**src/hw/rtl/ppt_pkg.sv**
```systemverilog
`timescale 1ns / 1ps
// ----------------------------------------------------------------------------
// ppt_pkg
// Shared types, widths and constants of the path tracker.
// ----------------------------------------------------------------------------
package ppt_pkg;

    localparam int PATH_DEPTH = 1024;
    localparam int ADDR_W     = $clog2(PATH_DEPTH);
    localparam int CNT_W      = $clog2(PATH_DEPTH + 1);

    localparam int COORD_W    = 32;
    localparam int HEAD_W     = 16;
    localparam int LD_W       = 20;
    localparam int CEIL_W     = 14;
    localparam int CFG_W      = 20;
    localparam int CFG_IDX_W  = 2;
    localparam int LD2_W      = 2 * LD_W;
    localparam int IDX_W      = 10;
    localparam int SPEED_W    = 13;
    localparam int YAW_W      = 16;
    localparam int STATUS_W   = 2;

    localparam int VEC_W      = 44;
    localparam int Z_W        = 22;
    localparam int LY_W       = 61;
    localparam int NUM_W      = 60;
    localparam int KAP_W      = 23;
    localparam int DIV_STEPS  = 22;
    localparam int SAT_SHIFT  = 9;
    localparam int CORDIC_N   = 16;

    localparam logic [CFG_IDX_W-1:0] CFG_LOOKAHEAD = 2'd0;
    localparam logic [CFG_IDX_W-1:0] CFG_CEILING   = 2'd1;

    localparam logic [LD_W-1:0]   LD_RESET   = 20'd32768;
    localparam logic [CEIL_W-1:0] CEIL_RESET = 14'd8192;

    localparam logic [SPEED_W-1:0] SPEED_TOP   = 13'd6963;
    localparam logic [SPEED_W-1:0] SPEED_FLOOR = 13'd3277;
    localparam logic signed [Z_W-1:0] PI_Q16      = 22'sd205887;
    localparam logic signed [Z_W-1:0] HALF_PI_Q16 = 22'sd102944;
    localparam logic signed [16:0]    GAIN_Q16    = 17'sd39797;
    localparam logic [KAP_W-1:0]      KAPPA_SAT   = 23'd4194304;
    localparam logic [12:0]           RECIP_TEN   = 13'd6553;

    localparam logic [15:0] ATAN_Q16 [CORDIC_N] = '{
        16'd51472, 16'd30386, 16'd16055, 16'd8150, 16'd4091, 16'd2047, 16'd1024, 16'd512,
        16'd256,   16'd128,   16'd64,    16'd32,   16'd16,   16'd8,    16'd4,    16'd2
    };

    typedef enum logic [1:0] {
        CMD_CLEAR  = 2'd0,
        CMD_APPEND = 2'd1,
        CMD_TRACK  = 2'd2,
        CMD_NONE   = 2'd3
    } t_cmd;

    localparam logic [STATUS_W-1:0] ST_OK    = 2'd0;
    localparam logic [STATUS_W-1:0] ST_EMPTY = 2'd1;
    localparam logic [STATUS_W-1:0] ST_FULL  = 2'd2;

    typedef enum logic [3:0] {
        S_IDLE, S_NEAR, S_FAR, S_GRD, S_GWT, S_COR, S_GAIN,
        S_DVS, S_DVW, S_SQR, S_SPD, S_VEL, S_MUL, S_FIN, S_DONE
    } t_state;

    typedef struct packed {
        logic start;
        logic done;
    } t_div_ctl;

endpackage

```
**src/hw/rtl/ppt_div.sv**
```systemverilog
`timescale 1ns / 1ps
// ----------------------------------------------------------------------------
// ppt_div
// Restoring divider for curvature: quotient = num * 2^13 / den, one bit per
// cycle, saturated when the quotient would reach 2^22.
// ----------------------------------------------------------------------------
module ppt_div (
    input  logic                        i_clk,
    input  logic                        i_rst_n,
    input  ppt_pkg::t_div_ctl           i_ctl,
    output ppt_pkg::t_div_ctl           o_ctl,
    input  logic [ppt_pkg::NUM_W-1:0]   i_num,
    input  logic [ppt_pkg::LD2_W-1:0]   i_den,
    output logic [ppt_pkg::KAP_W-1:0]   o_quo
);
    import ppt_pkg::*;

    logic                 r_busy;
    logic                 r_done;
    logic                 r_sat;
    logic [4:0]           r_cnt;
    logic [LD2_W-1:0]     r_den;
    logic [LD2_W-1:0]     r_rem;
    logic [DIV_STEPS-1:0] r_nb;
    logic [DIV_STEPS-1:0] r_q;
    logic [LD2_W:0]       w_trial;
    logic                 w_ge;
    logic                 w_sat;

    assign w_trial = {r_rem, r_nb[DIV_STEPS-1]};
    assign w_ge    = w_trial >= {1'b0, r_den};
    assign w_sat   = i_num >= NUM_W'({i_den, {SAT_SHIFT{1'b0}}});

    always_ff @(posedge i_clk) begin
        if (!i_rst_n) begin
            r_busy <= 1'b0;
            r_done <= 1'b0;
        end else begin
            r_done <= 1'b0;
            if (i_ctl.start) begin
                r_den <= i_den;
                r_sat <= w_sat;
                r_rem <= LD2_W'(i_num >> SAT_SHIFT);
                r_nb  <= {i_num[SAT_SHIFT-1:0], {(DIV_STEPS-SAT_SHIFT){1'b0}}};
                r_q   <= '0;
                r_cnt <= '0;
                r_busy <= !w_sat;
                r_done <= w_sat;
            end else if (r_busy) begin
                r_rem <= w_ge ? LD2_W'(w_trial - {1'b0, r_den}) : LD2_W'(w_trial);
                r_q   <= {r_q[DIV_STEPS-2:0], w_ge};
                r_nb  <= {r_nb[DIV_STEPS-2:0], 1'b0};
                r_cnt <= 5'(r_cnt + 1'b1);
                if (r_cnt == 5'(DIV_STEPS - 1)) begin
                    r_busy <= 1'b0;
                    r_done <= 1'b1;
                end
            end
        end
    end

    assign o_ctl.start = 1'b0;
    assign o_ctl.done  = r_done;
    assign o_quo       = r_sat ? KAPPA_SAT : {1'b0, r_q};
endmodule

```
**config.mk**
```make
export PLATFORM = sky130hd
export DESIGN_NAME = ppt_div
export DESIGN_NICKNAME = d
export VERILOG_FILES = /design/src/hw/rtl/ppt_pkg.sv /design/src/hw/rtl/ppt_div.sv
export SDC_FILE = /design/constraint.sdc
export NUM_CORES = 1
export LEC_CHECK = 0
export ABC_CLOCK_PERIOD_IN_PS = 4780
export BUFFER_PORTS_ARGS = -buffer_cell sky130_fd_sc_hd__buf_2
export CORE_AREA = 2 2 183 140
export DETAILED_ROUTE_END_ITERATION = 7
export DIE_AREA = 0 0 185 142
export PLACE_DENSITY = 0.58
export SYNTH_ARGS = -nofsm -noshare
export SYNTH_HDL_FRONTEND = slang
export SYNTH_SLANG_ARGS = --single-unit
```
**constraint.sdc**
```tcl
create_clock -name i_clk -period 4.78 [get_ports i_clk]
set_input_delay 0.239 -clock i_clk [delete_from_list [all_inputs] [get_ports i_clk]]
set_output_delay 0.239 -clock i_clk [all_outputs]
set_load 0.01 [all_outputs]
```
# After elaboration in Yosys (flattened, before gate mapping)
# Cells that the tools add are included.
[word_totals]
latch_bits = 0
reg_bits = 131
mem_count = 0
inputBits = 104
romBits = 0
out_inout_bits = 25
ramBits = 0
wordCells = 32
[op_classes]
mux = 14
n_eq_ne = 1
n_reduce_logical = 4
magnitude_cmp = 2
bitwise = 0
n_shift = 0
addsub = 2
multipliers = 0
div_mod_pow = 0
[op_table]
columns = ["operator", "count"]
rows = [
  ["40-bit 2-to-1 mux", 3],
  ["22-bit 2-to-1 mux", 3],
  ["60-bit by 49-bit >= comparator with 1-bit output", 1],
  ["41-bit by 40-bit >= comparator with 1-bit output", 1],
  ["40-bit subtractor", 1],
  ["23-bit 2-to-1 mux", 1],
  ["1-bit 2-to-1 mux", 6],
  ["5-bit by 1-bit adder with 5-bit output (second input constant)", 1],
  ["5-bit equality test (second input constant)", 1],
  ["5-bit 2-to-1 mux", 1],
  ["2-bit AND reduction", 2],
  ["2-bit nonzero test", 1],
  ["1-bit zero test", 1],
]

# Depth between registers and ports, before layout
# Gate-level depths: netlist of run 1.
[logic_depth]
depth_word = 4
ltp_mapped = 14
ltp_nobuf = 13

# Worst setup path after synthesis of run 1
# Ideal clock, no wire load.
[synth_timing]
kind = "in2reg"
start = "in i_ctl[1] in the netlist's numbering"
end = "reg r_cnt[0] (enable)"
path_stages = 3
setup_slack_ns = 1.757
arrival_time_ns = 2.583
path_buffers = 2
cell_sequence = "clkbuf_1 clkbuf_1 o21a_1"
[synth_via]
elab_chain_cells = 2
[synth_rtl]
columns = ["element", "line_no", "text"]
rows = [
  ["start: declaration", "ppt_div.sv:10", "input ppt_pkg::t_div_ctl i_ctl,"],
  ["2-bit nonzero test (no line)", "--", ""],
  ["2-bit AND reduction (no line)", "--", ""],
  ["end signal: assignment", "ppt_div.sv:53", "r_cnt <= 5'(r_cnt + 1'b1);"],
  ["end: declaration", "ppt_div.sv:21", "logic [4:0] r_cnt;"],
]
# No other way between the ends.
# A chain may end at the register's enable or synchronous reset.

# Worst setup path after layout of run 1
[layout_timing]
start = "reg r_rem[18]"
end = "reg r_rem[7], data pin"
[layout_via]
elab_chain_cells = 4
[layout_rtl]
columns = ["element", "line_no", "text"]
rows = [
  ["start: declaration", "ppt_div.sv:23", "logic [LD2_W-1:0] r_rem;"],
  ["start signal: assignment", "ppt_div.sv:43", "r_rem <= LD2_W'(i_num >> SAT_SHIFT);"],
  ["start signal: assignment", "ppt_div.sv:50", "r_rem <= w_ge ? LD2_W'(w_trial - {1'b0, r_den}) : LD2_W'(w_trial);"],
  ["41-bit by 40-bit >= comparator with 1-bit output", "ppt_div.sv:31", "assign w_ge = w_trial >= {1'b0, r_den};"],
  ["40-bit 2-to-1 mux", "ppt_div.sv:50", ""],
  ["40-bit 2-to-1 mux", "ppt_div.sv:49", "end else if (r_busy) begin"],
  ["40-bit 2-to-1 mux", "ppt_div.sv:40", "if (i_ctl.start) begin"],
]
# No other way between the ends. The select of a mux whose other input is x is not followed.

==> results.cfg, run 1 <==
[run_status]
status = finished, final reports clean

[pwr]
internal-power_mw = 2.47
pwr-share-comb_pct = 23.5
switching_power_mw = 1.01
p_per_area_nw_per_um2 = 339
switching_share_pct = 29.1
peakVddDrop_mv = 0.256
finalPower_mw = 3.49
clkPwrFrac_pct = 40.4
power_frac_seq_pct = 36.2
p_leak_nw = 4.55

[timing]
fmax_mhz = 267
finalSetupViolCount = 0
slew_headroom_pct = 23.8
slew_viol_final = 0
fin_crit_sh_pct = 78.2
worst_pin_slew_ps = 1140
final_hold_viol_count = 0
finalClockSkew_ps = 6.65
fin_tns_setup_ps = 0
min_period_ps = 3740
rsz0062_at_grt = no

[detailed_routing]
wirelength_um = 20500
vias_per_cell = 4.94
vias = 6665
drtIter0Drc = 362
drtPass1Iterations = 5
drt.antenna.violating_nets = 0
drc_errors = 0
routedWlPerCell_um = 15.2

[cts]
clk_latency_ps = 430
clockBufferDepth = 2
clk_pin_slew_ps = 60
cts_resized = 0
cts_hold_buf = 33
cts_tree = built
cts_num_sinks = 119
htreeDepth = 4
cts_buffers = 17
clockRootBuffer = clkbuf_16
cts_setup_buffers = 0

[logic_synthesis]
ys_seq_area_share_pct = 42.2
netlist_area_sq_um = 8430
async_reset_ff_share_pct = 0
synthTopCellsByCount = edfxtp_1, a21oi_1, inv_1
yosysTopAreaCell = edfxtp_1
ys_types = 65
synthTopCellsByArea = edfxtp_1, ha_1, a21oi_1
yosysTopAreaCellShare_pct = 41.7
synth-seq-cells = 119
ys.flop_type = edfxtp_1
synth_edf_count = 117
syn_nets = 1043
ys_warn_count = 0
syn-mean-instance-area_sq_um = 9.85
synthCells = 856
synth_most_common_cell = edfxtp_1

[grt]
grt_pass1_wl_um = 32900
antenna_found_initial = 0
grtUsageMet1_pct = 24.2
grt_max_degree = 77
grt_use_met2_pct = 22.6
track_usage_pct = 16.0
grt-busiest-layer = met1
grt_remaining_overflow = 0
grt_pass1_vias = 6461
use_met3_pct = 3.79

[floorplanning]
die_x_um = 185
start_util_pct = 34.4
die_h_um = 142
ios = 129
dieArea_sq_um = 26300
num_rows = 50
core_area_sq_um = 24500

[min_path]
whs_endpoint = r_den[28]
hold_path_depth = 1
hold_class = input port to flop
hp-start = i_den[28]

[final_layout]
antenna_cells = 0
post-route-util_pct = 42.0
area_delta_synth_final_pct = 22.2
drive_gt1_share_pct = 17.9
nNetsFinal = 1186
final_area_sq_um = 10300

[critical_path]
critPathLaunchType = flop
cp.required_ps = 4900
worstPathMaxFanout = 36
timing_worst_setup_path_type = flop to flop
timing.rr.end = r_rem[7]
cp-end-kind = flop
rr_startpoint = r_rem[18]
critical_path_arrival_ps = 3860
r2r_cells = 9
r2r_slack_ps = 1040

[placement]
dp_hpwl_um = 15200
placed_area_sq_um = 9330
io_buffers = 126
gp_congestion = 0.849

[job]
cap_violations = 0
worst max path at each step:
stage	startpoint	to	slack, ps	cells after the start
after detailed placement	r_rem[18]	r_rem[7]	1010	9
after CTS	r_rem[18]	r_rem[7]	1020	9
final	r_rem[18]	r_rem[7]	1040	9
after floorplan	i_ctl[1]	r_cnt[0]	1760	3
after global placement	r_rem[17]	r_rem[0]	1100	9
after global routing	r_rem[18]	r_rem[14]	710	9
worst max-delay path: stages (launching register included):
cell	delay, ps
edfxtp_1	410
ha_1	420
nand2_1	160
nor4_2	460
nand4_1	170
o221ai_2	230
a2111o_1	280
and2_2	880
mux2i_1	330
a21oi_1	100
routing by layer:
layer | routed length (um) | part of all wire (%)
met5 | 0 | 0
met4 | 180 | 0.88
met3 | 1030 | 5.0
met2 | 8350 | 41
met1 | 11000 | 53
layout make-up:
| class | count | area [sq um] |
|---|---|---|
| Fill cell | 2460 | 14200 |
| Inverter | 89 | 334 |
| Clock inverter | 15 | 219 |
| Clock buffer | 17 | 425 |
| Timing Repair Buffer | 160 | 968 |
| Multi-Input combinational cell | 612 | 4380 |
| Sequential cell | 119 | 3550 |
| Tap cell | 338 | 423 |
layout by cell type (no fill, tap or decap), drive strengths merged, types with 7 or more instances in the layout:
master	n
nand3	17
clkbuf	17
mux2	9
o21bai	8
o211ai	7
ha	82
nand4	16
xor2	11
nor2b	50
inv	94
and3	12
o21ai	36
mux2i	27
a21oi	93
nor4	9
and2	7
dlygate4sd3	33
buf	127
xnor2	26
edfxtp	117
nand2	44
nor2	58
a21o	32
through the flow:
step                      std cells  hold WS (ps)  setup WS, ps
after floorplan                 856           338          1760
after global placement         1285           433          1100
after detailed placement       1285           431          1010
after CTS                      1350          1.48          1020
after global routing           1350          1.45           710
final                          1350          16.2          1040
sequential cells by signal (all words and copies together) (netlist names):
register,cells
r_busy,1
r_q,22
r_cnt,5
r_nb,9
r_rem,40
r_sat,1
r_done,1
r_den,40
power groups by stage:
stage	clock network, mW	registers (mW)	logic, mW
finish	1.41	1.26	0.818
global placement	0	1.28	0.785
global route	1.48	1.27	0.921
CTS	1.44	1.26	0.822
floorplan	0	1.27	0.591
detailed placement	0	1.28	0.794
cell families (layout without fill, tap and decap cells):
family / count (synthesis) / in the layout / synth area share, %
buffers and inverters: 125 / 281 / 6.03
multiplexers: 36 / 36 / 4.41
flip-flops: 119 / 119 / 42.2
other: 1 / 1 / 0.0445
AND/OR/NAND/NOR: 235 / 235 / 14.6
XOR/XNOR: 37 / 37 / 3.84
AO/OA/AOI/OAI: 220 / 220 / 16.5
adder cells (fa/ha/maj): 83 / 83 / 12.4
No activity file was read; power rests on OpenSTA's default activity.
==> inputs of run 2 (changes only) <==
Settings changed: ABC_CLOCK_PERIOD_IN_PS 4780 to 3740.
Clock period 4.78 ns to 3.74 ns, I/O delays scaled along.
==> results.cfg, run 2 (synthesized netlist as in run 1, its figures left out) <==
[placement]
io_buffers = 126
dp_hpwl_um = 15400
placed_area_sq_um = 9400
gp_congestion = 0.843

[critical_path]
critPathLaunchType = flop
worstPathMaxFanout = 3
cp.required_ps = 3910
r2r_slack_ps = 240
timing_worst_setup_path_type = flop to flop
r2r_cells = 12
cp-end-kind = flop
critical_path_arrival_ps = 3670

[detailed_routing]
drtPass1Iterations = 5
drtIter0Drc = 373
vias_per_cell = 4.97
routedWlPerCell_um = 15.2
drt.antenna.violating_nets = 0
wirelength_um = 20700
drc_errors = 0
vias = 6774

[final_layout]
final_area_sq_um = 10400
area_delta_synth_final_pct = 23.6
mostFrequentLayoutCell = buf_2
post-route-util_pct = 42.5
nNetsFinal = 1200
final_cell_mix = buf_2, edfxtp_1, a21oi_1
antenna_cells = 0
reg_top3 = r_den: 40 flops, r_rem: 40 flops, r_q: 22 flops
drive_gt1_share_pct = 18.3

[floorplanning]
num_rows = 50
core_area_sq_um = 24500
start_util_pct = 34.4
dieArea_sq_um = 26300
die_x_um = 185
ios = 129
die_h_um = 142

[grt]
grt_pass1_vias = 6591
use_met3_pct = 3.40
track_usage_pct = 16.1
grt_remaining_overflow = 0
grt-busiest-layer = met1
grt_use_met2_pct = 23.6
grt_pass1_wl_um = 33300
grtUsageMet1_pct = 24.1
antenna_found_initial = 0
grt_max_degree = 77

[cts]
clockRootBuffer = clkbuf_16
cts_tree = built
clk_pin_slew_ps = 60
cts_buffers = 17
htreeDepth = 4
cts_setup_buffers = 0
clockBufferDepth = 2
cts_num_sinks = 119
clk_latency_ps = 420

[timing]
slew_headroom_pct = 25.1
finalSetupViolCount = 0
fin_tns_setup_ps = 0
min_period_ps = 3500
final_hold_viol_count = 0
worst_pin_slew_ps = 1120
slew_viol_final = 0
fmax_mhz = 286
finalClockSkew_ps = 8.09
rsz0062_at_grt = no
fin_crit_sh_pct = 93.5

[job]
cap_violations = 0

[run_status]
status = finished, final reports clean

[min_path]
hold_class = input port to flop
hold_path_depth = 2

[pwr]
p_leak_nw = 4.61
peakVddDrop_mv = 0.294
p_per_area_nw_per_um2 = 425
## run 2: changes by cell type in the layout (fill, tap and decap cells not counted), sizes merged
| cell | delta |
|---|---|
| inv | +1 |
| dlygate4sd3 | +7 |
| bufinv | -1 |
| buf | +7 |
## run 2: layer usage
layer	routed length [um]	part of all wire [%]	vias up
li1	-	-	3418
met3	1060	5.1	10
met4	133	0.64	0
met1	11000	53	3177
met2	8550	41	169
met5	0	0	-
## run 2: worst paths after layout
kind / from / endpoint
worst max register to register: r_nb[21] / r_rem[28]
worst max-delay path: r_nb[21] / r_rem[28]
worst min-delay path: i_rst_n / r_done
worst min register to register: r_busy / r_busy
## run 2: critical path: stages, from the launching register on
cell and delay, ps:
edfxtp_1 390, inv_1 70, ha_1 150, inv_1 60, fa_1 400, a21o_1 230
a221oi_1 490, o22ai_1 230, o21ai_0 250, nor2b_1 320, o21ai_0 180, xor2_1 170
a221o_1 330
## run 2: cell type report
class | count | area (sq um)
Tap cell | 338 | 423
Fill cell | 2495 | 14100
Clock buffer | 17 | 425
Timing Repair Buffer | 174 | 1120
Inverter | 89 | 334
Multi-Input combinational cell | 612 | 4380
Sequential cell | 119 | 3550
Clock inverter | 15 | 191
## run 2: power by group
part           leakage (nW)  internal (mW)  switching [mW]
sequential             1.12           1.58          0.0364
clock                 0.297           1.06           0.670
combinational          3.19          0.477           0.604
## run 2: through the flow
step / cells / hold WS [ps] / power (mW) / setup slack [ps]
6_report: 1364 / 54.9 / 4.43 / 243
3_3_place_gp: 1292 / 380 / 2.67 / 467
5_1_grt: 1364 / 38.5 / 4.65 / 53.6
4_1_cts: 1364 / 29.3 / 4.47 / 296
3_5_place_dp: 1292 / 381 / 2.68 / 357
2_1_floorplan: 856 / 286 / 2.38 / 746
## run 2: timing repair
item                       4_1_cts  5_1_grt
setup endpoints to repair        0        0
gates resized for setup          0        0
hold endpoints to repair        40        0
hold buffers                    40        0
==> inputs of run 3 (changes only) <==
--- a/config.mk
+++ b/config.mk
@@ -6,5 +6,5 @@
 export NUM_CORES = 1
 export LEC_CHECK = 0
-export ABC_CLOCK_PERIOD_IN_PS = 3740
+export ABC_CLOCK_PERIOD_IN_PS = 4300
 export BUFFER_PORTS_ARGS = -buffer_cell sky130_fd_sc_hd__buf_2
 export CORE_AREA = 2 2 183 140
==> constraint.sdc (replaced) <==
create_clock -name i_clk -period 4.3 [get_ports i_clk]
set_input_delay 0.215 -clock i_clk [delete_from_list [all_inputs] [get_ports i_clk]]
set_output_delay 0.215 -clock i_clk [all_outputs]
set_load 0.05 [all_outputs]
==> results.cfg, run 3 (synthesized netlist as in run 1, its figures left out) <==
[detailed_routing]
vias = 6625
wirelength_um = 20400
drtPass1Iterations = 8
routedWlPerCell_um = 15.0
drc_errors = 0
drtIter0Drc = 366
vias_per_cell = 4.87
drt.antenna.violating_nets = 0

[critical_path]
timing_worst_setup_path_type = flop to flop
timing.rr.end = r_rem[0]
cp_num_buf_inv = 0
r2r_cells = 9
cp.required_ps = 4470
slowest_delay_ps = 890
critical_path_arrival_ps = 3900
slowest_stage = and2_2
critPathLaunchType = flop
worstPathMaxFanout = 36
critical-path-top-delay-family = simple AND/OR/NAND/NOR gates
crit_chain = ha_1 -> nand2_1 -> nor4_2 -> nand4_1 -> o221ai_2 -> a2111o_1 -> and2_2 -> a21oi_1 -> mux2_2
rr_startpoint = r_rem[18]
cp-end-kind = flop
r2r_slack_ps = 570

[pwr]
peakVddDrop_mv = 0.250
power_frac_seq_pct = 36.2
switching_share_pct = 30.3
p_leak_nw = 4.58
p_per_area_nw_per_um2 = 374
switching_power_mw = 1.18
internal-power_mw = 2.70
clkPwrFrac_pct = 39.2
finalPower_mw = 3.87
pwr-share-comb_pct = 24.6

[min_path]
hp-start = i_rst_n
whs_endpoint = r_done
hold_path_depth = 2
hold_class = input port to flop

[grt]
antenna_found_initial = 0
grt-busiest-layer = met1
use_met3_pct = 3.40
grt_use_met2_pct = 22.5
grt_pass1_wl_um = 33100
grt_remaining_overflow = 0
grt_max_degree = 77
grt_pass1_vias = 6398
track_usage_pct = 16.0
grtUsageMet1_pct = 24.7

[floorplanning]
num_rows = 50
dieArea_sq_um = 26300
ios = 129
core_area_sq_um = 24500
die_h_um = 142
start_util_pct = 34.4
die_x_um = 185

[placement]
dp_hpwl_um = 15200
place_inst = 1287
placed_area_sq_um = 9340
place_ws_ps = 554
io_buffers = 126
gp_congestion = 0.838

[job]
cap_violations = 0

[timing]
slew_viol_final = 0
min_period_ps = 3730
final_hold_viol_count = 0
layout_setup_ws_ps = 572
hold_ws_ps = 76.1
finalSetupViolCount = 0
fin_tns_setup_ps = 0
rsz0062_at_grt = no
slew_headroom_pct = 25.9
worst_pin_slew_ps = 1110
fin_crit_sh_pct = 86.7
finalClockSkew_ps = 9.37
fmax_mhz = 268

[final_layout]
post-route-util_pct = 42.3
reg_top3 = r_den: 40 flops, r_rem: 40 flops, r_q: 22 flops
drive_gt1_share_pct = 17.9
nNetsFinal = 1195
final_area_sq_um = 10400
antenna_cells = 0
area_delta_synth_final_pct = 22.9
fin_cells = 1359
final_cell_mix = buf_2, edfxtp_1, a21oi_1
mostFrequentLayoutCell = buf_2

[cts]
clockBufferDepth = 2
clk_pin_slew_ps = 60
cts_resized = 0
cts_tree = built
htreeDepth = 4
cts_setup_buffers = 0
clk_latency_ps = 420
clockRootBuffer = clkbuf_16
cts_buffers = 17
cts_num_sinks = 119

[run_status]
status = finished, final reports clean
[run 3: cell count changes in the layout (fill, tap and decap cells not counted)]
cell	delta
inv_6	-2
clkinv_4	+1
buf_12	-2
buf_4	-3
inv_8	+1
[run 3: cell type report]
cell class	instances	area [sq um]
Inverter	89	334
Tap cell	338	423
Timing Repair Buffer	169	1050
Clock buffer	17	425
Fill cell	2481	14200
Clock inverter	15	194
Sequential cell	119	3550
Multi-Input combinational cell	612	4380
[run 3: worst max path at each step]
stage	start	end	slack, ps	cells past startpoint
after floorplan	i_ctl[1]	r_cnt[0]	1300	3
after global placement	r_rem[17]	r_rem[0]	600	9
after detailed placement	r_rem[17]	r_rem[0]	550	9
after CTS	r_rem[18]	r_rem[0]	540	9
after global routing	r_rem[18]	r_rem[20]	270	9
final	r_rem[18]	r_rem[0]	570	9
[run 3: power groups by stage]
| stage | Sequential [mW] | Combinational (mW) | Clock, mW |
|---|---|---|---|
| 4_1_cts | 1.40 | 0.959 | 1.55 |
| 2_1_floorplan | 1.41 | 0.696 | 0 |
| 3_5_place_dp | 1.43 | 0.924 | 0 |
| 6_report | 1.40 | 0.953 | 1.52 |
| 3_3_place_gp | 1.42 | 0.915 | 0 |
| 5_1_grt | 1.41 | 1.07 | 1.59 |
[run 3: routing by layer]
metal / wire [um] / up-vias / share of wire, %
met5: 0 / - / 0
met4: 154 / 0 / 0.75
met3: 896 / 11 / 4.4
met2: 8250 / 134 / 40
met1: 11100 / 3069 / 55
li1: - / 3411 / -
[run 3: repair_timing]
item,CTS,global route
endpoints found under the hold margin,40,0
hold buffers,40,0
setup endpoints to repair,0,0
